--- src/idru_pkg.sv ---
// Shared types and constants for the integer divide / remainder unit.
// No dependencies; every other file of the unit imports this package.
package idru_pkg;

	localparam int IDRU_XLEN       = 32;
	localparam int IDRU_DATA_WIDTH = 32;

	typedef enum logic [1:0] {
		FUNC_DIV  = 2'd0,
		FUNC_DIVU = 2'd1,
		FUNC_REM  = 2'd2,
		FUNC_REMU = 2'd3
	} func_t;

	// Control that travels with each request down the pipeline.
	typedef struct packed {
		logic want_rem;
		logic neg_q;
		logic neg_r;
	} ctl_t;

endpackage

--- src/idru_div_stage.sv ---
// One restoring-division step: shifts in one dividend bit, retires one quotient bit.
// Depends on idru_pkg.
module idru_div_stage import idru_pkg::*; #(
	parameter int W = IDRU_DATA_WIDTH
) (
	input  logic         clk,
	input  logic         arst_n,
	input  logic         in_valid,
	output logic         in_ready,
	input  logic [W-1:0] r_i,
	input  logic [W-1:0] nq_i,
	input  logic [W-1:0] den_i,
	input  ctl_t         ctl_i,
	output logic         out_valid,
	input  logic         out_ready,
	output logic [W-1:0] r_sk,
	output logic [W-1:0] nq_sk,
	output logic [W-1:0] den_sk,
	output ctl_t         ctl_sk
);

	// nq holds the unused dividend bits at the top and the quotient bits
	// found so far at the bottom; after the last step it is the quotient.
	logic         v_sk;
	logic         carry;
	logic [W-1:0] shifted;
	logic [W:0]   diff;
	logic         take;

	assign carry   = r_i[W-1];
	assign shifted = {r_i[W-2:0], nq_i[W-1]};
	assign diff    = {carry, shifted} - {1'b0, den_i};
	assign take    = carry | ~diff[W];

	assign in_ready  = ~v_sk | out_ready;
	assign out_valid = v_sk;

	always_ff @(posedge clk or negedge arst_n) begin
		if (!arst_n) begin
			v_sk <= 1'b0;
		end else if (in_ready) begin
			v_sk <= in_valid;
		end
	end

	always_ff @(posedge clk) begin
		if (in_valid && in_ready) begin
			r_sk   <= take ? diff[W-1:0] : shifted;
			nq_sk  <= {nq_i[W-2:0], take};
			den_sk <= den_i;
			ctl_sk <= ctl_i;
		end
	end

`ifndef SYNTH
	rem_below_divisor: assert property (@(posedge clk) disable iff (!arst_n)
		v_sk && den_sk != '0 |-> r_sk < den_sk)
		else $error("partial remainder not below the divisor");

	stalled_stage_holds: assert property (@(posedge clk) disable iff (!arst_n)
		v_sk && !out_ready |=> v_sk && $stable(r_sk) && $stable(nq_sk))
		else $error("stalled division stage changed its contents");
`endif

endmodule

--- config.mk ---
export PLATFORM = sky130hd
export DESIGN_NAME = idru_div_stage
export DESIGN_NICKNAME = d
export VERILOG_FILES = /design/src/idru_pkg.sv /design/src/idru_div_stage.sv
export SDC_FILE = /design/constraint.sdc
export NUM_CORES = 1
export LEC_CHECK = 0
export ABC_AREA = 1
export BUFFER_PORTS_ARGS = -buffer_cell sky130_fd_sc_hd__buf_2
export CAP_MARGIN = 20
export CELL_PAD_IN_SITES_DETAIL_PLACEMENT = 0
export CELL_PAD_IN_SITES_GLOBAL_PLACEMENT = 1
export CORE_MARGIN = 3
export CORE_UTILIZATION = 35
export CTS_CLUSTER_DIAMETER = 150
export DETAILED_ROUTE_END_ITERATION = 16
export GPL_ROUTABILITY_DRIVEN = 0
export PLACE_DENSITY_LB_ADDON = 0.1
export SLEW_MARGIN = 20
export SYNTH_ARGS = -nofsm -noshare
export SYNTH_HDL_FRONTEND = slang
export SYNTH_SLANG_ARGS = --single-unit
--- constraint.sdc ---
create_clock -name clk -period 7.1 [get_ports clk]
set_clock_uncertainty 0.2 [all_clocks]
set_input_delay 0.355 -clock clk [delete_from_list [all_inputs] [get_ports clk]]
set_output_delay 0.355 -clock clk [all_outputs]
set_load 0.05 [all_outputs]
==> metrics.md <==
| Metric | Value |
|---|---|
| Crit-path cells | `dlygate4sd3_1, buf_2, ha_1, fa_1, inv_1, nand2_1, nand2_1, nand3_1, nand2_1, nand3_1, nand3_1, nand2_1, nand3_1, nand2_1` |
| Synth top area share | `0.485` |
| WHS Endpoint | `den_sk[1]$_DFFE_PP_` |
| Top delay family on crit path | `simple AND/OR/NAND/NOR gates` |
| Cell total after placement | `1191` |
| GRT Total Usage | `0.190` |
| I/O Buffers | `203` |
| Detail Placement HPWL | `13.8 mm` |
| Hold WC Path Type | `primary input to register` |
| Power Density | `208 mW/mm^2` |
| Setup crit end kind | `register` |
| Post-route minimum period | `3.42 ns` |
| RSZ-0062 raised after global routing | `false` |
| Synth warn | `0` |
| Post-Synthesis Cell Area | `0.00613 mm^2` |
| Worst Path Buf+Inv | `3` |
| Die area | `0.0191 mm^2` |
| Critical path class | `primary input to register` |
| Seq/Total Area, Yosys | `0.489` |
| Syn Nets | `910` |
| Postcts setup bufs | `0` |
| Congestion Overflow GR | `0` |
| Leakage | `0.00444 uW` |
| Worst-path clk slew | `0.08 ns` |
| Util after Layout | `0.495` |
| DRT Pass-1 Iters | `5` |
| Die width | `138 um` |
| Reg2reg setup slack | `5.28 ns` |
| Clk_lat worst skew | `0.35 ns` |
| H-tree depth | `3` |
| Initial antenna violation count | `0` |
| Share of post-route cells with drive strength above 1 | `0.219` |
| Yosys cell types | `28` |
| CTS root buf | `clkbuf_16` |
| Placement Rows | `47` |
| Reg-to-Reg End | `r_sk[21]$_DFFE_PP_` |
| Worst Path Arrival | `3.32 ns` |
| Pin count of the biggest net entering global routing | `62` |
| VDD IR max | `0.113 mV` |
| Synth area leader | `edfxtp_1` |
| CTS sink cnt | `100` |
| Top post-synthesis cells by area | `edfxtp_1 (48%), nand2_1 (17%), inv_1 (11%), ha_1 (6.5%), nand3_1 (5.2%)` |
| Fmax | `0.293 GHz` |
| Worst Min Path Start | `den_i[1]` |
| Initial Util | `0.363` |
| Seq pwr share | `0.412` |
| First-pass GRT wire length | `29.5 mm` |
| Resized Gates After CTS | `0` |
| Final setup viols | `0` |
| Hold depth | `1` |
| Num CTS Buffers | `9` |
| Cells after synthesis | `774` |
| Clk pwr share | `0.285` |
| Ports | `204` |
| CTS tree | `yes` |
| ANT cells | `0` |
| Non-filler cells, final | `1272` |
| Die height | `138 um` |
| Mean Syn Cell Area | `7.92 um^2` |
| Switching Share | `0.359` |
| Routed Antenna Nets | `0` |
| Vias | `5630` |
| DR DRC count | `0` |
| Maxcap violations | `0` |
| Layout area overhead | `36.3%` |
| Combinational power share | `0.303` |
| Slowest stage delay, CP | `0.56 ns` |
| Status | `finished, final reports clean` |
| R2R Path Start | `out_valid$_DFFE_PN0N_` |
| Post-CTS Hold Fix Bufs | `65` |
| Core ar. | `0.0169 mm^2` |
| CP required | `7.00 ns` |
| Sw Pwr | `623 uW` |
| Initial DRC Count | `251` |
| Worst-path maximum fanout | `20` |
| Nets | `1183` |
| Crit-path slowest cell | `nand2_1` |
| Fill count | `1742` |
| Routed Wire Length | `17.9 mm` |
| Synth Register Bits | `100` |
| Final slew viol count | `0` |
| Reg2Reg Depth | `2` |
| Worst slew pin tran | `1.08 ns` |
| CP Launch Type | `primary input` |
| Total Neg Setup Slack | `0 ns` |
| Vias in the first global route | `5665` |
| Final hold vios | `0` |
| P_int | `1110 uW` |
| Crit share post-route | `0.481` |
| Cell mode on critical path | `nand2_1` |
| Max Buffers Root-to-Sink | `2` |
| Routed length per placed instance | `14.1 um` |
| DR vias/cell | `4.43` |
| Slew headroom | `0.277` |
==> synth_stat cells, drive strengths merged <==
library cell and count:
nor3 6, ha 32, or2 2, o21bai 3
dfrtp 1, xor2 13, nand4 8, xnor2 1
a21oi 16, clkbuf 3, nand3b 2, nand2 278
fa 1, inv 179, and2 4, and3 2
buf 5, nor2 41, nand3 65, a221oi 1
edfxtp 99, o21ai 12
==> power groups by stage <==
stage | Clock (uW) | Combinational (uW) | Sequential, uW
3_3_place_gp | 0 | 499 | 729
6_report | 495 | 525 | 716
2_1_floorplan | 0 | 215 | 881
5_1_grt | 534 | 585 | 721
3_5_place_dp | 0 | 501 | 729
4_1_cts | 514 | 531 | 716
==> cells by family (layout without fill, tap and decap cells) <==
family	Yosys count	after routing	synth area share
xor gates and xnor gates	14	14	0.0200
and+or+nand+nor	408	408	0.276
AOI/OAI and AO/OA	32	32	0.0280
DFF	100	100	0.489
buffers and inverters	187	465	0.119
adders and majority gates	33	33	0.0686
==> routing by layer <==
layer	GRT usage	part of all wire	routed length, um	vias up
met5	0	0	0	-
met4	0.0468	0.0097	173	0
li1	-	-	-	2966
met2	0.304	0.44	7920	174
met3	0.0328	0.061	1100	9
met1	0.269	0.49	8720	2481
==> worst reg2reg max path: stages, from the launching register on <==
cell and delay [ns]:
dfrtp_1 0.43, a21oi_4 0.16, buf_4 0.63
==> stage by stage <==
| stage | setup WS (ns) | area, um^2 | hold slack (ns) | power, uW |
|---|---|---|---|---|
| floorplan | 0.856 | 6130 | -0.141 | 1100 |
| global placement | 3.98 | 7410 | -0.0706 | 1230 |
| finish | 3.68 | 8360 | 0.0255 | 1740 |
| global route | 3.48 | 8360 | 0.0150 | 1840 |
| CTS | 3.74 | 8360 | 0.00442 | 1760 |
| detailed placement | 3.91 | 7410 | -0.0693 | 1230 |
==> area by class of cell <==
class                           instances  area, um^2  area share
Sequential cell                       100        3000       0.359
Clock buffer                            9         225      0.0269
Tap cell                              220         275      0.0329
Inverter                              179         672      0.0804
Multi-Input combinational cell        487        2430       0.291
Timing Repair Buffer                  270        1680       0.201
Clock inverter                          7        72.6     0.00868
==> registers in the layout, summed over array words and instances, names as in the netlist <==
signal / flops
out_valid: 1
nq_sk: 32
den_sk: 32
ctl_sk: 3
r_sk: 32
==> worst max path at each step <==
stage,from,to,slack [ns],cells after the start
after floorplan,out_valid$_DFFE_PN0N_,ctl_sk[0]$_DFFE_PP_,0.86,1
after global placement,nq_i[31],r_sk[26]$_DFFE_PP_,3.98,14
after detailed placement,nq_i[31],r_sk[27]$_DFFE_PP_,3.91,14
after CTS,den_i[0],r_sk[20]$_DFFE_PP_,3.74,14
after global routing,den_i[0],r_sk[13]$_DFFE_PP_,3.48,14
final,den_i[0],r_sk[20]$_DFFE_PP_,3.68,14
==> cells in the final DEF, fill, tap and decap left out, drive strengths merged <==
cell type / n
edfxtp: 99
and2: 4
a221oi: 1
xor2: 13
clkinv: 4
nor3: 6
inv: 182
ha: 32
or2: 2
o21bai: 3
xnor2: 1
and3: 2
dfrtp: 1
nand3: 65
dlygate4sd3: 65
clkbuf: 9
nand3b: 2
a21oi: 16
nand2: 278
buf: 205
nand4: 8
fa: 1
nor2: 41
o21ai: 12
Power figures use the tool's default switching activity.
