### config.mk
export PLATFORM = sky130hd
export DESIGN_NAME = idru_post
export DESIGN_NICKNAME = d
export VERILOG_FILES = /design/src/idru_pkg.sv /design/src/idru_post.sv
export SDC_FILE = /design/constraint.sdc
export NUM_CORES = 1
export LEC_CHECK = 0
export BUFFER_PORTS_ARGS = -buffer_cell sky130_fd_sc_hd__clkbuf_2
export CELL_PAD_IN_SITES_DETAIL_PLACEMENT = 0
export CELL_PAD_IN_SITES_GLOBAL_PLACEMENT = 1
export CORE_MARGIN = 2
export CORE_UTILIZATION = 39
export DETAILED_ROUTE_END_ITERATION = 6
export PLACE_DENSITY = 0.95
export SETUP_SLACK_MARGIN = 0.5
export SYNTH_ARGS = -nofsm -noshare
export SYNTH_HDL_FRONTEND = slang
export SYNTH_SLANG_ARGS = --single-unit
### constraint.sdc
create_clock -name clk -period 5.05 [get_ports clk]
set_input_delay 0.7575 -clock clk [delete_from_list [all_inputs] [get_ports clk]]
set_output_delay 0.7575 -clock clk [all_outputs]
set_load 0.005 [all_outputs]
### src/idru_pkg.sv
// Shared types and constants for the integer divide / remainder unit.
// No dependencies; every other file of the unit imports this package.
package idru_pkg;

	localparam int IDRU_XLEN       = 32;
	localparam int IDRU_DATA_WIDTH = 32;

	typedef enum logic [1:0] {
		FUNC_DIV  = 2'd0,
		FUNC_DIVU = 2'd1,
		FUNC_REM  = 2'd2,
		FUNC_REMU = 2'd3
	} func_t;

	// Control that travels with each request down the pipeline.
	typedef struct packed {
		logic want_rem;
		logic neg_q;
		logic neg_r;
	} ctl_t;

endpackage

### src/idru_post.sv
// Final stage of the divider: applies signs and picks quotient or remainder.
// Depends on idru_pkg.
module idru_post import idru_pkg::*; #(
	parameter int W = IDRU_DATA_WIDTH
) (
	input  logic         clk,
	input  logic         arst_n,
	input  logic         in_valid,
	output logic         in_ready,
	input  logic [W-1:0] rem_i,
	input  logic [W-1:0] quo_i,
	input  ctl_t         ctl_i,
	output logic         out_valid,
	input  logic         out_ready,
	output logic [W-1:0] res_s1
);

	logic         v_s1;
	logic [W-1:0] pick;
	logic         neg;
	logic [W-1:0] res;

	assign pick = ctl_i.want_rem ? rem_i : quo_i;
	assign neg  = ctl_i.want_rem ? ctl_i.neg_r : ctl_i.neg_q;
	assign res  = neg ? (~pick + W'(1)) : pick;

	assign in_ready  = ~v_s1 | out_ready;
	assign out_valid = v_s1;

	always_ff @(posedge clk or negedge arst_n) begin
		if (!arst_n) begin
			v_s1 <= 1'b0;
		end else if (in_ready) begin
			v_s1 <= in_valid;
		end
	end

	always_ff @(posedge clk) begin
		if (in_valid && in_ready) begin
			res_s1 <= res;
		end
	end

endmodule

==> results.py, run 1 <==
metrics = {
    "logic_synthesis": {
        "synthCells": 228,
        "synth_cell_types": 43,
        "yosysWarningCount": 0,
        "synth_seq_cells": 33,
        "syn-cell-area_mm2": 0.00243,
        "ys.flop_type": "edfxtp_1",
        "seq_area_frac_synth": 0.406,
        "synth-edff-count": 32,
        "synthArstFlopShare": 0.0303,
        "syn_nets": 300,
        "syn_area_per_cell_um2": 10.7,
    },
    "run": {
        "maxCapViolations": 0,
    },
    "critical_path": {
        "endpoint": "res_s1[30]",
        "critPathArrivalTime_ns": 3.10,
        "cp_num_buf_inv": 2,
        "critPathLaunch": "ctl_i[2]",
        "timing.rr.end": "res_s1[7]",
        "cp_cell_sequence": "clkbuf_2 > buf_4 > nor3b_1 > o21ai_0 > a2111oi_4 > a31oi_1 > xnor2_1",
        "timing.rr.start": "out_valid",
        "cp-end-kind": "flop",
        "start_kind": "primary input",
        "path_delay_family": "compound AO/OA/AOI/OAI gates",
        "cpMaxStageDelayCell": "a2111oi_4",
        "worstRegToRegCells": 3,
        "crit_path_max_incr_delay_ns": 0.62,
        "crit_required_ns": 5.07,
        "path_max_fanout": 37,
        "critPathKind": "in -> reg",
        "rrSetupSlack_ns": 3.69,
        "cp.depth": 7,
    },
    "final_layout": {
        "fin_cells": 406,
        "layout-drive-gt1-share": 0.390,
        "final_common_cell": "clkbuf_2",
        "fillers": 585,
        "final_cell_mix": "104 x clkbuf_2, 32 x edfxtp_1, 27 x mux2i_1, 21 x xnor2_1, 16 x nor2_1",
        "multi_input_area_mm2": 0.00138,
        "diodes": 0,
        "syn2layout_area_growth_pct": 27.0,
        "final_nets": 403,
        "ff_latch_area_um2": 986,
    },
    "sta": {
        "setup_violations": 0,
        "fin_crit_sh": 0.609,
        "slew_viol_final": 0,
        "rsz0062_at_grt": "no",
        "fin_crit_ns": 3.08,
        "worstMarginPinSlew_ns": 1.04,
        "skew_ns": 0.00864,
        "fin_tns_setup_ns": 0,
        "finalHoldViolCount": 0,
        "fmax_mhz": 325,
        "setup_slack_ns": 1.97,
        "slew_headroom": 0.296,
    },
    "detailed_routing": {
        "drtAntennaViolNets": 0,
        "routed_wl_um": 6340,
        "vias": 2192,
        "drt_first_pass_iters": 4,
        "post_drt_wl_per_cell_um": 15.6,
        "drc_errors": 0,
        "via_per_inst": 5.40,
        "drtIter0Drc": 157,
    },
    "placement": {
        "dp_cells": 399,
        "dp_hpwl_um": 5070,
        "io_buffers": 104,
        "gp_congestion": 0.898,
        "dp_worst_setup_slack_ns": 1.70,
    },
    "floorplan": {
        "core_area_mm2": 0.00596,
        "rows": 28,
        "ios": 105,
        "die_h_um": 83.0,
        "initial_core_util": 0.408,
        "dieArea_mm2": 0.00688,
        "die_w_um": 83.0,
    },
    "global_routing": {
        "grt_pass1_vias": 2198,
        "grt_max_degree": 38,
        "grt_use_total": 0.184,
        "antenna_found_initial": 0,
        "grt_pass1_wl_um": 10500,
        "grt.overflow.total": 0,
    },
    "cts": {
        "clock_latency_ns": 0.28,
        "cts.path.max_buffers": 2,
        "postCtsSetupBuffers": 0,
        "holdBufCountCts": 0,
        "htreeDepth": 2,
        "clkSinkCount": 33,
        "post_cts_resized": 0,
        "clk_pin_slew_ns": 0.06,
        "cts_buffers": 5,
        "cts_tree": "done",
        "cts_root_buf": "clkbuf_8",
    },
    "min_path": {
        "hold_path.class": "in -> async",
    },
    "status": {
        "outcome": "completed",
    },
    "power_and_ir_drop": {
        "internal_power_uw": 517,
        "power.leakage_nw": 1.28,
        "power_density_mw_per_mm2": 232,
        "peakVddDrop_uv": 112,
        "seqPwrFrac": 0.479,
        "pwr-share-comb": 0.264,
        "total_power_uw": 716,
        "switchingPower_uw": 199,
        "switching_share": 0.278,
        "clockPowerShare": 0.257,
    },
}
[worst min path at each step]
stage	endpoint	depth (start not counted)
3_5_place_dp	out_valid	1
6_report	out_valid	1
3_3_place_gp	out_valid	2
4_1_cts	out_valid	1
2_1_floorplan	out_valid	0
5_1_grt	out_valid	1
[state kept, by name, summed over array words and instances (netlist names)]
signal and count:
res_s1 32, out_valid 1
[worst register-to-register path, cell delays in order, from the launching register on]
cell      delay [ns]
dfrtp_1         0.38
nand2b_1        0.11
and2_1          0.14
buf_4           0.38
[power by group through the flow]
| stage | Sequential [mW] | Clock, mW | Combinational, mW |
|---|---|---|---|
| global route | 0.346 | 0.201 | 0.209 |
| floorplan | 0.352 | 0 | 0.103 |
| detailed placement | 0.349 | 0 | 0.189 |
| global placement | 0.350 | 0 | 0.183 |
| finish | 0.343 | 0.184 | 0.189 |
| CTS | 0.344 | 0.190 | 0.189 |
[Yosys cell counts, types with 2 or more instances]
library cell	n	area share
nand2b_1	5	0.013
o32a_1	2	0.0082
clkbuf_1	3	0.0046
o31ai_1	3	0.0093
o21ai_0	9	0.019
o221ai_1	2	0.0072
nor2_1	16	0.025
inv_1	2	0.0031
nor4b_1	4	0.014
a22oi_1	2	0.0062
nor3_1	14	0.029
mux2i_1	28	0.12
and2_1	2	0.0051
buf_2	6	0.012
or2_2	3	0.0077
mux2_2	4	0.019
nor4_1	7	0.018
o22ai_1	2	0.0051
nand2_1	7	0.011
a21oi_1	15	0.031
a31oi_1	4	0.010
xnor2_1	21	0.076
edfxtp_1	32	0.40
nor4_4	2	0.017
xor2_1	9	0.032
nor3b_1	7	0.022
[cell families after synthesis]
logic type / Yosys count / share of synthesized area
DFF: 33 / 0.406
and+or+nand+nor: 73 / 0.189
AOI/OAI and AO/OA: 46 / 0.131
muxes: 32 / 0.134
adders and majority gates: 1 / 0.00515
xor gates and xnor gates: 30 / 0.108
buffers and inverters: 13 / 0.0278
[routing by layer]
layer | global-route usage | vias to the layer above | share of wire
met3 | 0.0427 | 6 | 0.059
met5 | 0 | - | 0
met1 | 0.236 | 1018 | 0.44
met2 | 0.314 | 93 | 0.49
met4 | 0.0477 | 0 | 0.011
li1 | - | 1075 | -
[cell type report]
class,instances,area share
Multi-Input combinational cell,182,0.447
Sequential cell,33,0.319
Timing Repair Buffer,107,0.176
Tap cell,75,0.0304
Clock buffer,6,0.0235
Inverter,2,0.00243
Clock inverter,1,0.00122
[per-stage QoR]
stage,area (um^2),util,hold slack (ns)
2_1_floorplan,2430,-,0.462
3_3_place_gp,3010,0.506,0.504
3_5_place_dp,3010,0.506,0.536
4_1_cts,3090,0.518,0.239
5_1_grt,3090,0.518,0.237
6_report,3090,0.518,0.247
Note: power is estimated with default switching activity, not from simulation.
==> inputs of run 2 (changes only) <==
Settings changed: ABC_AREA from default to 1, CORE_UTILIZATION 39 to 34, PLACE_DENSITY 0.95 to 0.93.
Clock period 5.05 ns to 3 ns, I/O delays scaled along.
==> run 2 against run 1 <==
Final area is 17% higher. Non-clock buffer count increased by 3. Via count rose by 37%. Worst hold slack improved by 0.14 ns. Setup slack lost 1.2 ns. Sequential power up 67%. Power is 79% higher. Critical endpoint unchanged. Highest routed layer unchanged.
==> results.py, run 2 <==
metrics = {
    "logic_synthesis": {
        "synth-edff-count": 32,
        "synth_commonest_cells": "202 x nand2_1, 70 x inv_1, 44 x nor2_1, 32 x edfxtp_1, 19 x nand3_1",
        "seq_area_frac_synth": 0.336,
        "syn_nets": 534,
        "yosysWarningCount": 0,
        "synth_compound_area_frac": 0.0516,
        "synth_top_family_by_area": "simple AND/OR/NAND/NOR gates",
        "syn-cell-area_mm2": 0.00294,
        "synth_top_area_cell": "edfxtp_1",
        "synthAdderAreaFrac": 0.00426,
        "synth_top_area_frac": 0.327,
        "syn_area_per_cell_um2": 6.36,
        "synthCells": 462,
        "synth_cell_types": 27,
        "synth-xor-area-share": 0.0567,
        "synthMuxAreaShare": 0,
        "synth_seq_cells": 33,
        "yosysMostFrequentCell": "nand2_1",
        "yosys.area_share.simple": 0.414,
        "ys.flop_type": "edfxtp_1",
        "synthTopCellsByArea": "edfxtp_1 33%, nand2_1 26%, inv_1 8.9%",
        "synthArstFlopShare": 0.0303,
    },
    "power_and_ir_drop": {
        "pwr-share-comb": 0.309,
        "clockPowerShare": 0.244,
        "peakVddDrop_uv": 118,
        "internal_power_uw": 873,
        "total_power_mw": 1.28,
        "switchingPower_uw": 408,
        "power.leakage_nw": 1.98,
        "power_density_mw_per_mm2": 356,
        "seqPwrFrac": 0.448,
        "switching_share": 0.318,
    },
    "critical_path": {
        "cpMaxStageDelayCell": "nor2_1",
        "crit_required_ns": 3.05,
        "start_kind": "primary input",
        "path_max_fanout": 24,
        "critPathKind": "in -> reg",
        "cp_cell_sequence": "clkbuf_4 > inv_4 > nand2_1 > nand2_1 > inv_2 > ha_1 > nand3_1 > nor2_2 > nand3_2 > nor2_1 > nand2_1 > nand2_1 > nand2_1 > nand2_1 > inv_1",
        "crit_path_max_incr_delay_ns": 0.25,
        "critPathArrivalTime_ns": 2.26,
        "cp_common_cell": "nand2_1",
        "cp_num_buf_inv": 4,
        "cp-end-kind": "flop",
        "path_delay_family": "simple AND/OR/NAND/NOR gates",
    },
    "final_layout": {
        "fillers": 884,
        "final_nets": 637,
        "top_register": "res_s1",
        "largest_reg_flops": 32,
        "syn2layout_area_growth_pct": 22.6,
        "final_cell_mix": "202 x nand2_1, 103 x clkbuf_2, 70 x inv_1, 44 x nor2_1, 32 x edfxtp_1",
        "layout-drive-gt1-share": 0.260,
        "diodes": 0,
        "final_common_cell": "nand2_1",
        "fin_cells": 671,
        "multi_input_area_mm2": 0.00155,
        "ff_latch_area_um2": 986,
        "fin_area_mm2": 0.00360,
    },
    "floorplan": {
        "dieArea_mm2": 0.00940,
        "die_w_um": 96.9,
        "initial_core_util": 0.354,
        "die_h_um": 96.9,
        "rows": 33,
        "ios": 105,
        "core_area_mm2": 0.00830,
    },
    "placement": {
        "place_area_mm2": 0.00351,
        "dp_cells": 662,
        "gp_congestion": 0.945,
        "dp_hpwl_um": 6640,
        "io_buffers": 104,
    },
    "detailed_routing": {
        "drc_errors": 0,
        "vias": 3007,
        "drtIter0Drc": 159,
        "post_drt_wl_per_cell_um": 11.5,
        "drt_first_pass_iters": 4,
        "via_per_inst": 4.48,
        "routed_wl_um": 7740,
        "drtAntennaViolNets": 0,
    },
    "global_routing": {
        "grt_max_degree": 45,
        "grt.overflow.total": 0,
        "grt_use_total": 0.168,
        "grt_pass1_vias": 2721,
        "antenna_found_initial": 0,
        "grt_pass1_wl_um": 12900,
    },
    "cts": {
        "cts_root_buf": "clkbuf_8",
        "cts.path.max_buffers": 2,
        "htreeDepth": 2,
        "clock_latency_ns": 0.29,
        "clk_pin_slew_ns": 0.07,
        "clkSinkCount": 33,
        "cts_buffers": 5,
        "cts_tree": "done",
    },
    "sta": {
        "fin_crit_ns": 2.21,
        "finalHoldViolCount": 0,
        "worst_hold_slack_ns": 0.383,
        "setup_violations": 0,
        "worstMarginPinSlew_ns": 0.582,
        "fin_tns_setup_ns": 0,
        "slew_headroom": 0.608,
        "fmax_mhz": 453,
        "slew_viol_final": 0,
        "fin_crit_sh": 0.735,
        "rsz0062_at_grt": "no",
        "skew_ns": 0.00992,
    },
    "min_path": {
        "hold_path.class": "in -> reg",
    },
    "run": {
        "maxCapViolations": 0,
    },
    "status": {
        "outcome": "completed",
    },
}
==> run 2: cell types whose count changed in the layout (fill, tap and decap cells not counted), sizes merged, moves of 15 or more <==
cell / change
inv: +72
nand3: +20
nor2: +36
o21ai: +15
mux2i: -28
xnor2: -18
nand2: +207
==> run 2: power groups by stage <==
stage	Clock [mW]	Sequential, mW	Combinational [mW]
finish	0.312	0.573	0.395
floorplan	0	0.588	0.248
CTS	0.324	0.574	0.397
global route	0.341	0.577	0.451
detailed placement	0	0.584	0.396
global placement	0	0.582	0.394
==> run 2: cell families after synthesis <==
| kind of cell | Yosys count |
|---|---|
| adder cells (fa/ha/maj) | 1 |
| AO/OA/AOI/OAI | 26 |
| XOR/XNOR | 19 |
| buffers and inverters | 88 |
| AND/OR/NAND/NOR | 295 |
| flip-flops | 33 |
==> run 2: final timing paths <==
kind / startpoint / to / slack, ns / cells after the start
worst max-delay path: ctl_i[2] / res_s1[30] / 0.79 / 15
worst min-delay path: in_valid / out_valid / 0.38 / 3
worst max register to register: out_valid / res_s1[14] / 1.76 / 2
worst min register to register: out_valid / out_valid / 0.54 / 2
max in group asynchronous: arst_n / out_valid / 2.44 / 2
min in group asynchronous: arst_n / out_valid / 0.48 / 2
==> run 2: timing repair <==
action / 4_1_cts / 5_1_grt
resized for setup: 0 / 2
hold buffers: 1 / 0
setup buffers: 0 / 0
endpoints found under the setup margin: 0 / 2
endpoints found under the hold margin: 1 / 0
==> run 2: through the flow <==
stage,worst slack (ns),utilization
after floorplan,0.986,-
after global placement,0.452,0.422
after detailed placement,0.410,0.422
after CTS,0.721,0.434
after global routing,0.568,0.434
final,0.795,0.434
==> run 2: routing by layer <==
layer	global-route usage	share of wire	wire [um]	vias to the layer above
met5	0	0	0	-
met4	0.0628	0.020	155	0
met3	0.0289	0.067	517	11
met2	0.253	0.42	3240	100
met1	0.241	0.49	3830	1288
li1	-	-	-	1608
==> run 2: layout make-up <==
class,instances,area share
Clock buffer,6,0.0202
Clock inverter,2,0.00278
Inverter,74,0.0778
Multi-Input combinational cell,341,0.431
Sequential cell,33,0.274
Tap cell,105,0.0365
Timing Repair Buffer,110,0.158
==> run 2: worst reg2reg max path: stages, from the launching register on <==
cell and delay, ns:
dfrtp_1 0.40, a21oi_2 0.13, buf_4 0.36
==> inputs of run 3 (changes only) <==
Clock period 3 ns to 2.2 ns, I/O delays scaled along.
==> run 3 against run 2 <==
Clock skew is 0.0076 ns lower. Global-route usage is 1.1 points higher. Flip-flop and latch count stayed put. Sequential power is 37% higher. Non-clock buffer count is 19 higher. Power is 46% higher. Final cell count is 3.0% higher.
==> results.py, run 3 (same netlist as run 2, synthesis figures left out) <==
metrics = {
    "detailed_routing": {
        "drtIter0Drc": 218,
        "vias": 3179,
        "routed_wl_um": 8520,
        "post_drt_wl_per_cell_um": 12.3,
        "via_per_inst": 4.60,
        "drt_first_pass_iters": 4,
        "drtAntennaViolNets": 0,
        "drc_errors": 0,
    },
    "cts": {
        "htreeDepth": 2,
        "clock_latency_ns": 0.28,
        "clkSinkCount": 33,
        "cts_tree": "done",
        "clk_pin_slew_ns": 0.06,
        "cts_buffers": 5,
        "cts.path.max_buffers": 2,
        "cts_root_buf": "clkbuf_8",
    },
    "power_and_ir_drop": {
        "internal_power_mw": 1.26,
        "switchingPower_uw": 613,
        "power.leakage_nw": 2.15,
        "pwr-share-comb": 0.351,
        "peakVddDrop_uv": 179,
        "switching_share": 0.328,
        "clockPowerShare": 0.231,
        "seqPwrFrac": 0.419,
        "power_density_mw_per_mm2": 460,
    },
    "placement": {
        "dp_hpwl_um": 6560,
        "io_buffers": 104,
        "dp_worst_setup_slack_ns": 0.0207,
        "gp_congestion": 0.998,
    },
    "global_routing": {
        "grt_use_total": 0.179,
        "antenna_found_initial": 0,
        "grt.overflow.total": 0,
        "grt_max_degree": 33,
        "grt_pass1_wl_um": 13900,
        "grt_pass1_vias": 2958,
    },
    "critical_path": {
        "critPathKind": "in -> reg",
        "start_kind": "primary input",
        "cp-end-kind": "flop",
        "path_max_fanout": 5,
        "critPathArrivalTime_ns": 1.76,
        "worstRegToRegCells": 2,
        "crit_required_ns": 2.24,
    },
    "status": {
        "outcome": "completed",
    },
    "sta": {
        "worstMarginPinSlew_ns": 0.613,
        "fmax_mhz": 583,
        "rsz0062_at_grt": "yes",
        "setup_slack_ns": 0.485,
        "finalHoldViolCount": 0,
        "setup_violations": 0,
        "fin_crit_ns": 1.72,
        "slew_viol_final": 0,
        "skew_ns": 0.00233,
        "fin_tns_setup_ns": 0,
        "fin_crit_sh": 0.780,
        "slew_headroom": 0.591,
    },
    "final_layout": {
        "largest_reg_flops": 32,
        "top_register": "res_s1",
        "fillers": 860,
        "final_cell_mix": "187 x nand2_1, 103 x clkbuf_2, 66 x inv_1, 32 x nor2_1, 32 x edfxtp_1",
        "final_nets": 657,
        "layout-drive-gt1-share": 0.357,
        "syn2layout_area_growth_pct": 38.5,
        "final_common_cell": "nand2_1",
        "diodes": 0,
    },
    "min_path": {
        "hold_path.class": "in -> reg",
        "min_path_cells": 3,
    },
    "floorplan": {
        "dieArea_mm2": 0.00940,
        "rows": 33,
        "ios": 105,
        "die_w_um": 96.9,
        "core_area_mm2": 0.00830,
        "initial_core_util": 0.354,
        "die_h_um": 96.9,
    },
    "run": {
        "maxCapViolations": 0,
    },
}
[run 3: power groups by stage]
stage	clock network [mW]	logic (mW)	registers, mW
floorplan	0	0.350	0.802
global placement	0	0.547	0.795
detailed placement	0	0.555	0.797
CTS	0.443	0.602	0.784
global route	0.463	0.730	0.788
finish	0.432	0.655	0.783
[run 3: per-stage QoR]
| stage | util | total power, mW | hold slack, ns | instance area [um^2] | instances |
|---|---|---|---|---|---|
| 6_report | 0.490 | 1.87 | 0.291 | 4070 | 691 |
| 5_1_grt | 0.490 | 1.98 | 0.311 | 4070 | 691 |
| 4_1_cts | 0.467 | 1.83 | 0.283 | 3880 | 683 |
| 3_5_place_dp | 0.432 | 1.35 | 0.107 | 3590 | 665 |
| 3_3_place_gp | 0.432 | 1.34 | 0.106 | 3590 | 665 |
| 2_1_floorplan | - | 1.15 | 0.0344 | 2990 | 462 |
[run 3: worst paths after layout]
| check | slack, ns | from | end |
|---|---|---|---|
| setup / recovery | 0.48 | ctl_i[2] | res_s1[28] |
| hold / removal | 0.29 | in_valid | out_valid |
| setup reg to reg | 0.88 | out_valid | res_s1[26] |
| hold reg to reg | 0.60 | out_valid | out_valid |
| max in group asynchronous | 1.77 | arst_n | out_valid |
| min in group asynchronous | 0.35 | arst_n | out_valid |
[run 3: area by class of cell]
cell class	instances	area, um^2	share of cell area
Multi-Input combinational cell	342	1760	0.433
Timing Repair Buffer	129	821	0.202
Inverter	74	285	0.0701
Clock buffer	6	72.6	0.0178
Tap cell	105	131	0.0323
Clock inverter	2	10.0	0.00246
Sequential cell	33	986	0.242
[run 3: critical path: stages]
cell and delay, ns:
clkbuf_16 0.14, buf_8 0.13, nand2_4 0.04, nand2_2 0.06
inv_2 0.08, ha_4 0.15, nand3_4 0.06, nor2_4 0.16
inv_2 0.06, nor2_2 0.10, nand2_1 0.07, nand2_2 0.13
nand4_1 0.10, nand2_1 0.08, inv_1 0.04
[run 3: layer usage]
layer / GRT usage / up-vias / wire (um)
met5: 0 / - / 0
met4: 0.0531 / 0 / 136
met3: 0.0376 / 10 / 636
met2: 0.274 / 120 / 3790
met1: 0.256 / 1397 / 3950
li1: - / 1652 / -
[run 3: repair_timing]
item                       4_1_cts  5_1_grt
hold buffers                     1        0
hold endpoints to repair         1        0
buffers inserted                 6        8
pin swaps                       11        9
gates resized for setup         23       35
setup endpoints to repair       18       23
gates cloned                     3        0
