<file path="config.mk">
export PLATFORM = sky130hd
export DESIGN_NAME = idru_pre
export DESIGN_NICKNAME = d
export VERILOG_FILES = /design/src/idru_pkg.sv /design/src/idru_pre.sv
export SDC_FILE = /design/constraint.sdc
export NUM_CORES = 1
export LEC_CHECK = 0
export ABC_CLOCK_PERIOD_IN_PS = 7250
export BUFFER_PORTS_ARGS = -buffer_cell sky130_fd_sc_hd__buf_2
export CORE_UTILIZATION = 50
export CTS_CLUSTER_DIAMETER = 80
export DETAILED_ROUTE_END_ITERATION = 8
export PLACE_DENSITY = 0.85
export SKIP_CTS_REPAIR_TIMING = 1
export SLEW_MARGIN = 15
export SYNTH_ARGS = -nofsm -noshare
export SYNTH_HDL_FRONTEND = slang
export SYNTH_SLANG_ARGS = --single-unit
</file>
<file path="constraint.sdc">
create_clock -name clk -period 7.25 [get_ports clk]
set_input_delay 1.45 -clock clk [delete_from_list [all_inputs] [get_ports clk]]
set_output_delay 1.45 -clock clk [all_outputs]
set_load 0.1 [all_outputs]
</file>
<file path="src/idru_pkg.sv">
// Shared types and constants for the integer divide / remainder unit.
// No dependencies; every other file of the unit imports this package.
package idru_pkg;

	localparam int IDRU_XLEN       = 32;
	localparam int IDRU_DATA_WIDTH = 32;

	typedef enum logic [1:0] {
		FUNC_DIV  = 2'd0,
		FUNC_DIVU = 2'd1,
		FUNC_REM  = 2'd2,
		FUNC_REMU = 2'd3
	} func_t;

	// Control that travels with each request down the pipeline.
	typedef struct packed {
		logic want_rem;
		logic neg_q;
		logic neg_r;
	} ctl_t;

endpackage

</file>
<file path="src/idru_pre.sv">
// Front stage of the divider: decodes the operation and takes operand magnitudes.
// Depends on idru_pkg.
module idru_pre import idru_pkg::*; #(
	parameter int W = IDRU_DATA_WIDTH
) (
	input  logic         clk,
	input  logic         arst_n,
	input  logic         in_valid,
	output logic         in_ready,
	input  func_t        func,
	input  logic [W-1:0] a,
	input  logic [W-1:0] b,
	output logic         out_valid,
	input  logic         out_ready,
	output logic [W-1:0] num_s1,
	output logic [W-1:0] den_s1,
	output ctl_t         ctl_s1
);

	logic         v_s1;
	logic         is_signed;
	logic         want_rem;
	logic         b_zero;
	logic         a_neg;
	logic         b_neg;
	logic [W-1:0] ua;
	logic [W-1:0] ub;

	always_comb begin
		case (func)
			FUNC_DIV: begin
				is_signed = 1'b1;
				want_rem  = 1'b0;
			end
			FUNC_DIVU: begin
				is_signed = 1'b0;
				want_rem  = 1'b0;
			end
			FUNC_REM: begin
				is_signed = 1'b1;
				want_rem  = 1'b1;
			end
			FUNC_REMU: begin
				is_signed = 1'b0;
				want_rem  = 1'b1;
			end
			default: begin
				is_signed = 1'b0;
				want_rem  = 1'b0;
			end
		endcase
	end

	// A zero divisor is run as an unsigned division: the long division then
	// yields all ones and the dividend, which is what the ISA asks for. The
	// signed overflow case falls out of the magnitude path without help.
	assign b_zero = (b == '0);
	assign a_neg  = is_signed & a[W-1] & ~b_zero;
	assign b_neg  = is_signed & b[W-1] & ~b_zero;
	assign ua     = a_neg ? (~a + W'(1)) : a;
	assign ub     = b_neg ? (~b + W'(1)) : b;

	assign in_ready  = ~v_s1 | out_ready;
	assign out_valid = v_s1;

	always_ff @(posedge clk or negedge arst_n) begin
		if (!arst_n) begin
			v_s1 <= 1'b0;
		end else if (in_ready) begin
			v_s1 <= in_valid;
		end
	end

	always_ff @(posedge clk) begin
		if (in_valid && in_ready) begin
			num_s1          <= ua;
			den_s1          <= ub;
			ctl_s1.want_rem <= want_rem;
			ctl_s1.neg_q    <= a_neg ^ b_neg;
			ctl_s1.neg_r    <= a_neg;
		end
	end

`ifndef SYNTH
	a_neg_needs_divisor: assert property (@(posedge clk) disable iff (!arst_n)
		v_s1 && ctl_s1.neg_r |-> den_s1 != '0)
		else $error("negative dividend flagged with a zero divisor");
`endif

endmodule

</file>
==> results of run 1 <==
[layout by cell type, fill, tap and decap left out, drive strengths merged, types with 3 or more instances in the layout]
| master | n |
|---|---|
| a21oi | 9 |
| o31ai | 14 |
| o41ai | 4 |
| a21boi | 3 |
| nand3 | 4 |
| clkinv | 3 |
| o21ai | 13 |
| buf | 140 |
| clkbuf | 13 |
| nor2b | 3 |
| edfxtp | 67 |
| nand2 | 21 |
| nor4 | 12 |
| xor2 | 18 |
| nor3 | 7 |
| or4 | 10 |
| inv | 5 |
| xnor2 | 40 |
| nand2b | 6 |
| nor2 | 19 |
[layout make-up]
class	instances	area (sq um)	area share, %
repair buffers	140	713	16.0
flip-flops and latches	68	2040	45.8
inverters	5	18.8	0.422
clock buffers	13	139	3.12
well taps	80	100	2.25
clock inverters	3	13.8	0.310
multi-input cells	206	1420	32.0
[registers in the layout (all words and copies together), names as in the netlist]
name and count:
den_s1 32, num_s1 32, ctl_s1 3, out_valid 1
[report_power, final]
group,total (mW),internal (mW),switching (mW),leakage (nW)
combinational,0.328,0.0613,0.266,0.991
clock,0.258,0.123,0.136,0.0788
sequential,0.476,0.470,0.00621,0.650
total,1.06,0.654,0.409,1.72
[worst min-delay path by stage]
stage / endpoint / depth (start not counted) / slack, ns
floorplan: out_valid$_DFFE_PN0N_ / 0 / 1.15
global placement: out_valid$_DFFE_PN0N_ / 2 / 0.50
detailed placement: out_valid$_DFFE_PN0N_ / 2 / 0.53
CTS: out_valid$_DFFE_PN0N_ / 2 / 0.55
global route: out_valid$_DFFE_PN0N_ / 2 / 0.59
finish: out_valid$_DFFE_PN0N_ / 2 / 0.54
[logic make-up (layout without fill, tap and decap cells)]
| logic type | after synthesis | after routing | synth area share, % |
|---|---|---|---|
| buf+inv | 13 | 161 | 1.47 |
| flops | 68 | 68 | 58.4 |
| simple gates | 96 | 96 | 15.4 |
| fa+ha+maj | 2 | 2 | 0.717 |
| compound gates | 50 | 50 | 9.50 |
| xor+xnor | 58 | 58 | 14.6 |
[critical path: stages]
cell                       delay [ns]
sky130_fd_sc_hd__buf_2           0.07
sky130_fd_sc_hd__nand2b_1        0.12
sky130_fd_sc_hd__buf_2           0.43
[per-layer routing]
layer	part of all wire, %	up-vias	GRT usage [%]
met4	2.8	0	11.4
met1	43	1334	26.7
met2	50	87	34.8
met5	0	-	0
li1	-	1372	-
met3	4.2	19	5.49
[through the flow]
step	setup WS [ns]	power (mW)	util [%]	hold WS [ns]	cell area [sq um]
after floorplan	2.87	0.740	-	1.15	3490
after global placement	3.40	0.805	63.3	0.500	4270
after detailed placement	3.26	0.811	63.3	0.530	4270
after CTS	3.65	1.06	65.5	0.548	4430
after global routing	3.69	1.10	65.8	0.595	4440
final	3.73	1.06	65.8	0.536	4440
==> impl.org, run 1 <==
** Setup path
- STA classifies the critical path startpoint as an input pin.
- Largest fanout on the critical path :: 3
- Reg2Reg Setup Slack :: 5.55 ns
- Reg2reg end :: den_s1[21]$_DFFE_PP_
- Worst Setup Path Type :: in2out
- Following the worst setup path forward leads to its endpoint at in_ready.
- STA classifies the critical path endpoint as a primary output.
- In this run the worst setup path begins at out_ready.
- STA puts the critical path data required time at 5.80 ns.
- Data arrival time of the critical path :: 2.07 ns
- Worst reg2reg path startpoint :: out_valid$_DFFE_PN0N_
- Cell depth of the worst flop-to-flop path :: 3

** Final layout
- 0 antenna diodes ended up in the layout.
- Number of inserted filler cells in the final layout :: 554
- Area growth syn-to-layout :: 27.4%
- Excluding fillers, the count of instances in the completed layout stands at 515.
- Cells with a size suffix above 1 make up 36.8% of the layout.
- Final net count :: 502

** Place
- The HPWL after detailed placement is 5730 um.
- The congestion estimate from routability-driven global placement came to 0.833.
- Count of input and output buffers :: 138
- Number of instances in the placed design :: 498

** Route
- Total number of vias :: 2,812
- In this run the remaining antenna-violating nets after routing total 0.
- Final routed wirelength across all metal layers :: 7860 um
- After detailed routing, the number of vias per cell comes to 5.46.
- After detailed routing, the average wire length per cell comes to 15.3 um.
- First drt pass iteration count :: 4
- Post-route DRC :: 0
- Iter 0 DRT Violations :: 156

** Synthesis
- Mapped Nets :: 359
- A synthesized cell averages 12.2 sq um.
- Total of warnings raised by yosys :: 0
- Cell area after synthesis :: 3490 sq um
- Cell types with the highest counts after synthesis :: sky130_fd_sc_hd__edfxtp_1, sky130_fd_sc_hd__xnor2_1, sky130_fd_sc_hd__nand2_1
- Number of enable flip-flop cells after synthesis :: 67
- Number of register bits inferred by synthesis :: 68
- Fraction of post-synthesis cell area in the top cell type by area :: 57.7%
- After synthesis, the share of flip-flops with an asynchronous set or reset is 1.47%.
- sky130_fd_sc_hd__edfxtp_1 is the most common cell in the netlist.
- Most used flip-flop cell after synthesis :: sky130_fd_sc_hd__edfxtp_1
- Synthesis produced a netlist whose cell count is 287.
- Part of the Yosys area used for sequential elements :: 58.4%
- Top cell type by total area after synthesis :: sky130_fd_sc_hd__edfxtp_1
- After synthesis, the netlist uses 42 different library cells.
- By area the synthesized netlist is led by sky130_fd_sc_hd__edfxtp_1, sky130_fd_sc_hd__xnor2_1, sky130_fd_sc_hd__xor2_1.

** Worst hold path
- The startpoint identified for the worst hold timing path is out_valid$_DFFE_PN0N_.
- Hold crit path type :: reg2reg

** Clock network
- Clock latency on the worst-skew pair :: 0.34 ns
- H-Tree Level Count :: 3
- Worst-case clock buffer depth :: 2
- The tree is rooted in a sky130_fd_sc_hd__clkbuf_8.
- TritonCTS built the clock tree.
- The number of clock buffers added by TritonCTS is 9.
- The clock drives 68 sinks.
- Clock-pin slew was measured on the worst setup and hold paths at 0.07 ns.

** Floorplan
- The initial utilization of the core area, before any placement, comes to 51.6%.
- Row generation in the floorplan step produced 30 rows.
- The die covers 7320 sq um.
- In this run the horizontal extent of the chip is 85.5 um.
- From bottom edge to top edge, the die measures 85.5 um.
- Area of the core region :: 6760 sq um
- Number of primary I/O pins :: 139

** Run
- Number of max-cap violations :: 0

** Timing
- The number of failing hold endpoints at the final stage was 0.
- Maximum operating frequency :: 284 MHz
- Setup repair after global routing left no endpoint under its margin.
- Clock skew :: 0.0125 ns
- Post-Route Setup TNS :: 0 ns
- Counting I/O delays and the setup requirement, the final critical path takes 3.52 ns.
- In this run the tightest slew margin relative to its limit is 42.7%.
- Final Max Tran Viols :: 0
- For the pin with the worst max-slew slack, the measured transition is 0.860 ns.
- Number of setup violations in the final report :: 0
- Period Utilization, post-route :: 48.6%

** Pwr
- The worst-case IR drop observed on VDD is 0.0000971 V.
- Cell Pwr Density :: 239 nW/um^2
- Summed over all cells, the static leakage comes to 1.72 nW.

** Global route
- First-pass GRT wire length :: 11,900 um
- The via count of the first global-routing pass came to 2,532.
- Initial antenna violation count :: 0
- Overall overflow remaining after global route :: 0
- Pin count of the biggest net entering global routing :: 68
- Global-route usage over all layers :: 21.5%

** Run status
- Status :: finished clean
No activity file was read; power rests on OpenSTA's default activity.
==> run 2: changes to the inputs <==
Settings changed: ABC_CLOCK_PERIOD_IN_PS 7250 to 3000, CORE_UTILIZATION 50 to 44, PLACE_DENSITY 0.85 to 0.79.
Clock period 7.25 ns to 3 ns, I/O delays scaled along.
==> impl.org, run 2 (synthesis gave the netlist of run 1 again) <==
** Run status
- Status :: finished clean

** Floorplan
- FP Rows :: 32
- The floorplan step set the die height to 91.1 um.
- The die is 91.1 um wide.
- The region available for standard cell placement spans 7690 sq um.
- Number of primary I/O pins :: 139
- The die covers 8290 sq um.
- For this configuration, the core starts out at a cell density of 45.4%.

** Final layout
- The number of antenna diodes in the final layout is 0.
- After the flow finishes, the layout carries non-filler instances totaling 538.
- Area growth syn-to-layout :: 29.4%
- The finished cells cover 4510 sq um.
- Fraction of layout instances using a drive strength above 1 :: 36.9%
- The library cells used most frequently in the layout, excluding fill and tap cells, are sky130_fd_sc_hd__buf_2, sky130_fd_sc_hd__edfxtp_1, sky130_fd_sc_hd__xnor2_1.
- The largest registers in the layout are den_s1 x32, num_s1 x32, ctl_s1 x3.
- Leaving out fill and tap cells, the most frequent cell in the layout is sky130_fd_sc_hd__buf_2.
- In the final design database the tool counted 505 nets.
- Number of inserted filler cells in the final layout :: 674

** Pwr
- Cell Pwr Density :: 583 nW/um^2
- The analysis attributes to cell leakage a power of 1.74 nW.
- IR drop worst, VDD :: 0.000226 V
- Switching share of power :: 37.4%
- Internal :: 1.65 mW
- In this run, flip-flops and latches consume 43.7% of the power.
- Combinational logic is responsible for 30.0% of the overall power.
- Power share of the clock group :: 26.3%
- Psw :: 0.985 mW

** Route
- After detailed routing, the total wire length is 8020 um.
- The detailed router placed 2,771 vias in this run.
- Iter 0 DRT Violations :: 118
- Once detail routing completed, the nets flagged for antenna violations numbered 0.
- For this run, design rule violations remaining after detail routing come to 0.
- In the final routed layout, each cell accounts on average for 14.9 um.
- Routed vias/inst :: 5.15
- Before antenna repair, the detailed router went through 4 iterations.

** Setup path
- STA puts the critical path data arrival time at 2.51 ns.
- Worst EP required :: 3.07 ns
- Bufs and invs on worst path :: 2
- Cell breakdown of the critical path :: buf_2, inv_1, ha_1, nor3b_1, and4b_1, nand3_1, o41ai_1, xnor2_1
- The worst setup path is launched from an input pin.
- The critical path is of the in2reg type.
- CP max stage cell :: sky130_fd_sc_hd__o41ai_1
- Critical path capture point type :: flip-flop
- Of all nets on the critical path, the largest fanout is 5.
- In this design, the stage delay of the slowest critical-path cell is 0.48 ns.
- Grouping stages by cell kind, the critical path spends the most delay in simple AND/OR/NAND/NOR gates.

** Clock network
- The longest clock path from root to sink contains 2 buffers.
- Clock tree synthesis selected as its root buffer the cell sky130_fd_sc_hd__clkbuf_8.
- CTS built an H-tree with a depth of 3.
- TritonCTS built the clock tree.
- CTS clk-pin slew, worst paths :: 0.06 ns
- For this design, the sink count on the clock tree is 68.
- The later pin in the worst-skew pair is clocked with a latency of 0.34 ns.
- The number of clock buffers added by TritonCTS is 9.

** Place
- Before CTS, the worst setup slack after placement is 0.254 ns.
- Final weighted congestion in routability-driven placement :: 0.886
- The count of buffers added on input and output ports is 138.
- Detailed-placement wirelength estimate :: 5940 um
- Number of instances in the placed design :: 524
- Once placement finished, the instance area stood at 4350 sq um.

** Global route
- The via count of the first global-routing pass is 2,627.
- Global-route usage over all layers :: 19.3%
- Overall overflow remaining after global route :: 0
- Entering global routing, the biggest net connects 68 pins.
- The initial antenna violation count was 0.
- First-pass GRT wire length :: 12,300 um

** Timing
- Across all hold checks on the routed design, the worst slack comes to 0.0305 ns.
- The max-slew violation count came to 0.
- At the pin with the least slew margin, the transition time is 0.857 ns.
- Number of setup violations in the final report :: 0
- The number of failing hold endpoints at the final stage is 0.
- RSZ-0062 raised after global routing :: false
- Post-Route Setup TNS :: 0 ns
- The final critical path takes up 81.4% of the cycle.
- For this run, the top clock speed supported by timing is 410 MHz.
- For the finished layout, the period the worst path requires is 2.44 ns.
- Slack of the critical path :: 0.559 ns
- Tightest slew margin relative to the limit :: 42.8%
- For the final database, setup skew stands at 0.0129 ns.

** Run
- Number of max-cap violations :: 0

** Worst hold path
- Hold crit path type :: in2async
[run 2: changes by cell type in the layout (fill, tap and decap cells not counted), sizes merged]
cell	change
clkbuf	-4
buf	+3
clkinv	+1
bufinv	+1
[run 2: final cells by class]
cell class / count / area (sq um) / area share [%]
Clock buffer: 9 / 124 / 2.74
Clock inverter: 5 / 45.0 / 0.998
Inverter: 5 / 18.8 / 0.416
Multi-Input combinational cell: 206 / 1420 / 31.5
Sequential cell: 68 / 2040 / 45.1
Tap cell: 102 / 128 / 2.83
Timing Repair Buffer: 143 / 741 / 16.4
[run 2: worst paths after layout]
check                      slack (ns)                    end                  start  cells after the start
max                              0.56   den_s1[30]$_DFFE_PP_                   b[1]                      8
min                              0.03  out_valid$_DFFE_PN0N_                 arst_n                      1
max reg2reg                      1.39   den_s1[11]$_DFFE_PP_  out_valid$_DFFE_PN0N_                      2
min reg2reg                      0.54  out_valid$_DFFE_PN0N_  out_valid$_DFFE_PN0N_                      2
max in group asynchronous        2.89  out_valid$_DFFE_PN0N_                 arst_n                      1
min in group clk                 0.45    ctl_s1[2]$_DFFE_PP_                func[1]                      1
[run 2: power groups by stage]
| stage | Clock [mW] | Combinational, mW | Sequential, mW |
|---|---|---|---|
| 3_3_place_gp | 0 | 0.783 | 1.17 |
| 4_1_cts | 0.705 | 0.792 | 1.15 |
| 6_report | 0.692 | 0.791 | 1.15 |
| 2_1_floorplan | 0 | 0.144 | 1.64 |
| 5_1_grt | 0.743 | 0.822 | 1.16 |
| 3_5_place_dp | 0 | 0.791 | 1.17 |
[run 2: worst reg2reg max path: cells and delay by family, from the launching register on]
family           cells  cell delay (ns)
flip-flops           1             0.37
AND/OR/NAND/NOR      2             0.82
[run 2: per-stage QoR]
step                      utilization, %  power [mW]
after floorplan                        -        1.79
after global placement              56.5        1.95
after detailed placement            56.5        1.96
after CTS                           58.7        2.65
after global routing                58.7        2.72
final                               58.7        2.63
[run 2: layer usage]
metal	part of all wire, %	global-route usage, %
met2	51	32.6
met5	0	0
met3	4.0	3.69
met1	43	23.5
met4	2.2	9.66
==> run 3: changes to the inputs <==
Settings changed: ABC_AREA set to 1, ABC_CLOCK_PERIOD_IN_PS 3000 to 2000, CORE_UTILIZATION 44 to 47, PLACE_DENSITY 0.79 to 0.8.
Clock period 3 ns to 2 ns, I/O delays scaled along.
==> impl.org, run 3 <==
** Run status
- Status :: finished clean

** Synthesis
- Cell types with the highest counts after synthesis :: sky130_fd_sc_hd__nand2_1, sky130_fd_sc_hd__nor2_1, sky130_fd_sc_hd__inv_1
- After synthesis, the largest area contributor takes up 44.5% of total cell area.
- Number of register bits inferred by synthesis :: 68
- Number of enable flip-flop cells after synthesis :: 67
- Ranked by total cell area, the synthesized netlist is headed by sky130_fd_sc_hd__edfxtp_1, sky130_fd_sc_hd__nand2_1, sky130_fd_sc_hd__nor2_1.
- For this run, the number of Yosys warnings is 0.
- After technology mapping, the gate count stands at 614.
- Number of distinct library cells after synthesis :: 28
- Main combinational cell family by area after synthesis :: simple AND/OR/NAND/NOR gates
- Async set-reset flop share out of synthesis :: 1.47%
- After synthesis, flip-flops and latches occupy 45.0% of the total area.
- Compound-Gate Fraction of Synth Area :: 5.01%
- Cell area after synthesis :: 4520 sq um
- In the synthesized netlist, mux cells make up 0% of the area.
- When the netlist entered floorplanning its net count stood at 686.
- Most used flip-flop cell after synthesis :: sky130_fd_sc_hd__edfxtp_1
- After Yosys synthesis, XOR and XNOR cells account for 5.23% of the synthesized area.
- Synthesized-area fraction occupied by adder cells :: 0.553%
- Top cell type by total area after synthesis :: sky130_fd_sc_hd__edfxtp_1
- Mean instance size in the synthesized netlist :: 7.36 sq um
- sky130_fd_sc_hd__nand2_1 is the most common cell in the netlist.
- Simple-gate share of the synthesized area :: 35.7%

** Pwr
- Across the VDD grid, the largest voltage drop is 0.000376 V.
- LEAKAGE :: 2.67 nW
- Pwr Total :: 4.24 mW
- Dividing total power by cell area gives a power density of 750 nW/um^2.

** Floorplan
- Initial core utilization :: 48.7%
- The floorplan step defined a core boundary enclosing 9280 sq um.
- The floorplan has 35 rows.
- In this run the vertical extent of the chip is 100 um.
- During I/O placement, the number of pins put on the boundary was 139.
- From left edge to right edge, the die measures 100 um.
- The die covers 10,000 sq um.

** Final layout
- Final net count :: 836
- Leaving out fill and tap cells, the most frequent cell in the layout is sky130_fd_sc_hd__nand2_1.
- The multi-input combinational cells in the finished layout cover a total of 2110 sq um.
- Number of inserted filler cells in the final layout :: 857
- Area growth syn-to-layout :: 25.2%
- Register Area :: 2040 sq um
- Registers with the most flip-flops :: den_s1 x32, num_s1 x32, ctl_s1 x3
- The library cells used most frequently in the layout, excluding fill and tap cells, are sky130_fd_sc_hd__nand2_1, sky130_fd_sc_hd__buf_2, sky130_fd_sc_hd__nor2_1.
- Fraction of layout instances using a drive strength above 1 :: 25.1%
- Layout Utilization :: 61.0%
- Number of diodes added for antenna fixing :: 0

** Clock network
- At the later pin of the worst-skew pair, clock insertion delay measures 0.34 ns.
- The clock passes through at most 2 buffers.
- In this run the clock root is driven by a sky130_fd_sc_hd__clkbuf_8.
- The H-tree generated during clock tree synthesis spans 3 levels.
- Total CTS buffers :: 9
- Sink Count :: 68
- CTS clk-pin slew, worst paths :: 0.08 ns
- Clock tree from TritonCTS :: yes

** Route
- Iter 0 DRT Violations :: 252
- The first detailed-routing pass took 5 iterations.
- After detailed routing, the average wire length per cell comes to 13.2 um.
- Wires add up to 11,800 um.
- Total number of vias :: 4,418
- Once detail routing completed, the nets flagged for antenna violations numbered 0.
- Dividing the detail-routed via count by the number of cells gives 4.92.
- For this run, design rule violations remaining after detail routing come to 0.

** Worst hold path
- The path class of the tightest hold or removal check is in2reg.
- Startpoint of the lowest-slack hold path :: func[1]

** Timing
- After layout, the worst path uses 88.1% of the clock period.
- The tightest hold path in the finished design has a slack of 0.234 ns.
- For the finished layout, the period the worst path requires is 1.76 ns.
- The clock arrives with 0.00846 ns of skew.
- Maximum operating frequency :: 567 MHz
- For the pin with the worst max-slew slack, the measured transition is 0.499 ns.
- Setup repair after global routing left no endpoint under its margin.
- The number of failing hold endpoints at the final stage came to 0.
- Measured against its own limit, the worst slew margin works out to 67.0%.
- The max-slew violation count is 0.
- Number of setup violations in the final report :: 0

** Setup path
- The most critical setup path has its startpoint at out_valid$_DFFE_PN0N_.
- Largest fanout on the critical path :: 3
- CP endpoint :: in_ready
- In this run the critical register-to-register path is launched from out_valid$_DFFE_PN0N_.
- Cell breakdown of the critical path :: nand2_1, buf_2
- Among cell families on the critical path, the largest total delay comes from flip-flops.
- Reg2Reg Setup Slack :: 0.65 ns
- For the worst setup path, the data required time is 1.60 ns.
- The slowest stage of the critical path belongs to the cell sky130_fd_sc_hd__dfrtp_4.
- The number of cells on the worst reg-to-reg path is 2.
- Worst stage delay on the critical path :: 0.50 ns
- Startpoint types :: flip-flop
- Levels on crit path :: 2
- Critical path capture point type :: primary output
- At the worst endpoint, the arrival time is 1.36 ns.
- Reg2reg end :: num_s1[3]$_DFFE_PP_
- Worst Setup Path Type :: reg2out
- The number of buffers and inverters on the critical path is 1.

** Global route
- The first global-routing pass estimated 19,100 um of wire.
- Global routing consumed, over all layers together, 24.5% of the routing resources.
- Entering global routing, the biggest net connects 68 pins.
- Initial antenna violation count :: 0
- The via count of the first global-routing pass was 4,128.
- For this run the aggregate overflow at the end of global routing stands at 0.

** Run
- Number of max-cap violations :: 0

** Place
- Port buffering added 138 buffers.
- Final weighted congestion in routability-driven placement :: 0.953
- Detailed-placement wirelength estimate :: 9150 um
## run 3: worst reg2reg max path: stages, from the launching register on
cell and delay (ns):
sky130_fd_sc_hd__dfrtp_4 0.50, sky130_fd_sc_hd__a21oi_4 0.15, sky130_fd_sc_hd__buf_12 0.33
## run 3: cell families after synthesis
group	after synthesis
simple gates	384
buf+inv	94
flops	68
compound gates	39
xor+xnor	27
fa+ha+maj	2
## run 3: report_power, final
| group | switching [mW] | leakage, nW | internal [mW] |
|---|---|---|---|
| registers | 0.0256 | 0.651 | 1.69 |
| logic | 1.03 | 1.92 | 0.241 |
| clock network | 0.551 | 0.102 | 0.702 |
| total | 1.61 | 2.67 | 2.64 |
## run 3: layout make-up
type | instances | share of cell area, %
multi-input combinational | 452 | 37.3
clock inverter | 6 | 1.57
clock buffer | 10 | 2.25
inverter | 84 | 5.57
timing repair buffer | 149 | 14.4
sequential | 68 | 36.1
tap | 129 | 2.85
## run 3: how the worst min path moves through the flow
stage               cells after the start  slack [ns]                     to
finish                                  1        0.23    ctl_s1[2]$_DFFE_PP_
global placement                        1        0.17  out_valid$_DFFE_PN0N_
global route                            1        0.23    ctl_s1[2]$_DFFE_PP_
CTS                                     1       -0.20  out_valid$_DFFE_PN0N_
detailed placement                      1        0.18  out_valid$_DFFE_PN0N_
floorplan                               0        0.10  out_valid$_DFFE_PN0N_
## run 3: metrics by stage
step | TNS [ns] | cells | area [sq um] | setup slack (ns)
after global routing | 0 | 898 | 5660 | 0.182
after CTS | 0 | 897 | 5650 | 0.215
final | 0 | 898 | 5660 | 0.238
after floorplan | -16.03 | 614 | 4540 | -0.239
after global placement | 0 | 881 | 5430 | 0.118
after detailed placement | 0 | 881 | 5430 | 0.0779
## run 3: per-layer routing
metal	GRT usage [%]	share of wire, %
met3	4.74	7.2
met5	0	0
met2	38.9	45
met1	32.9	45
met4	10.3	2.4
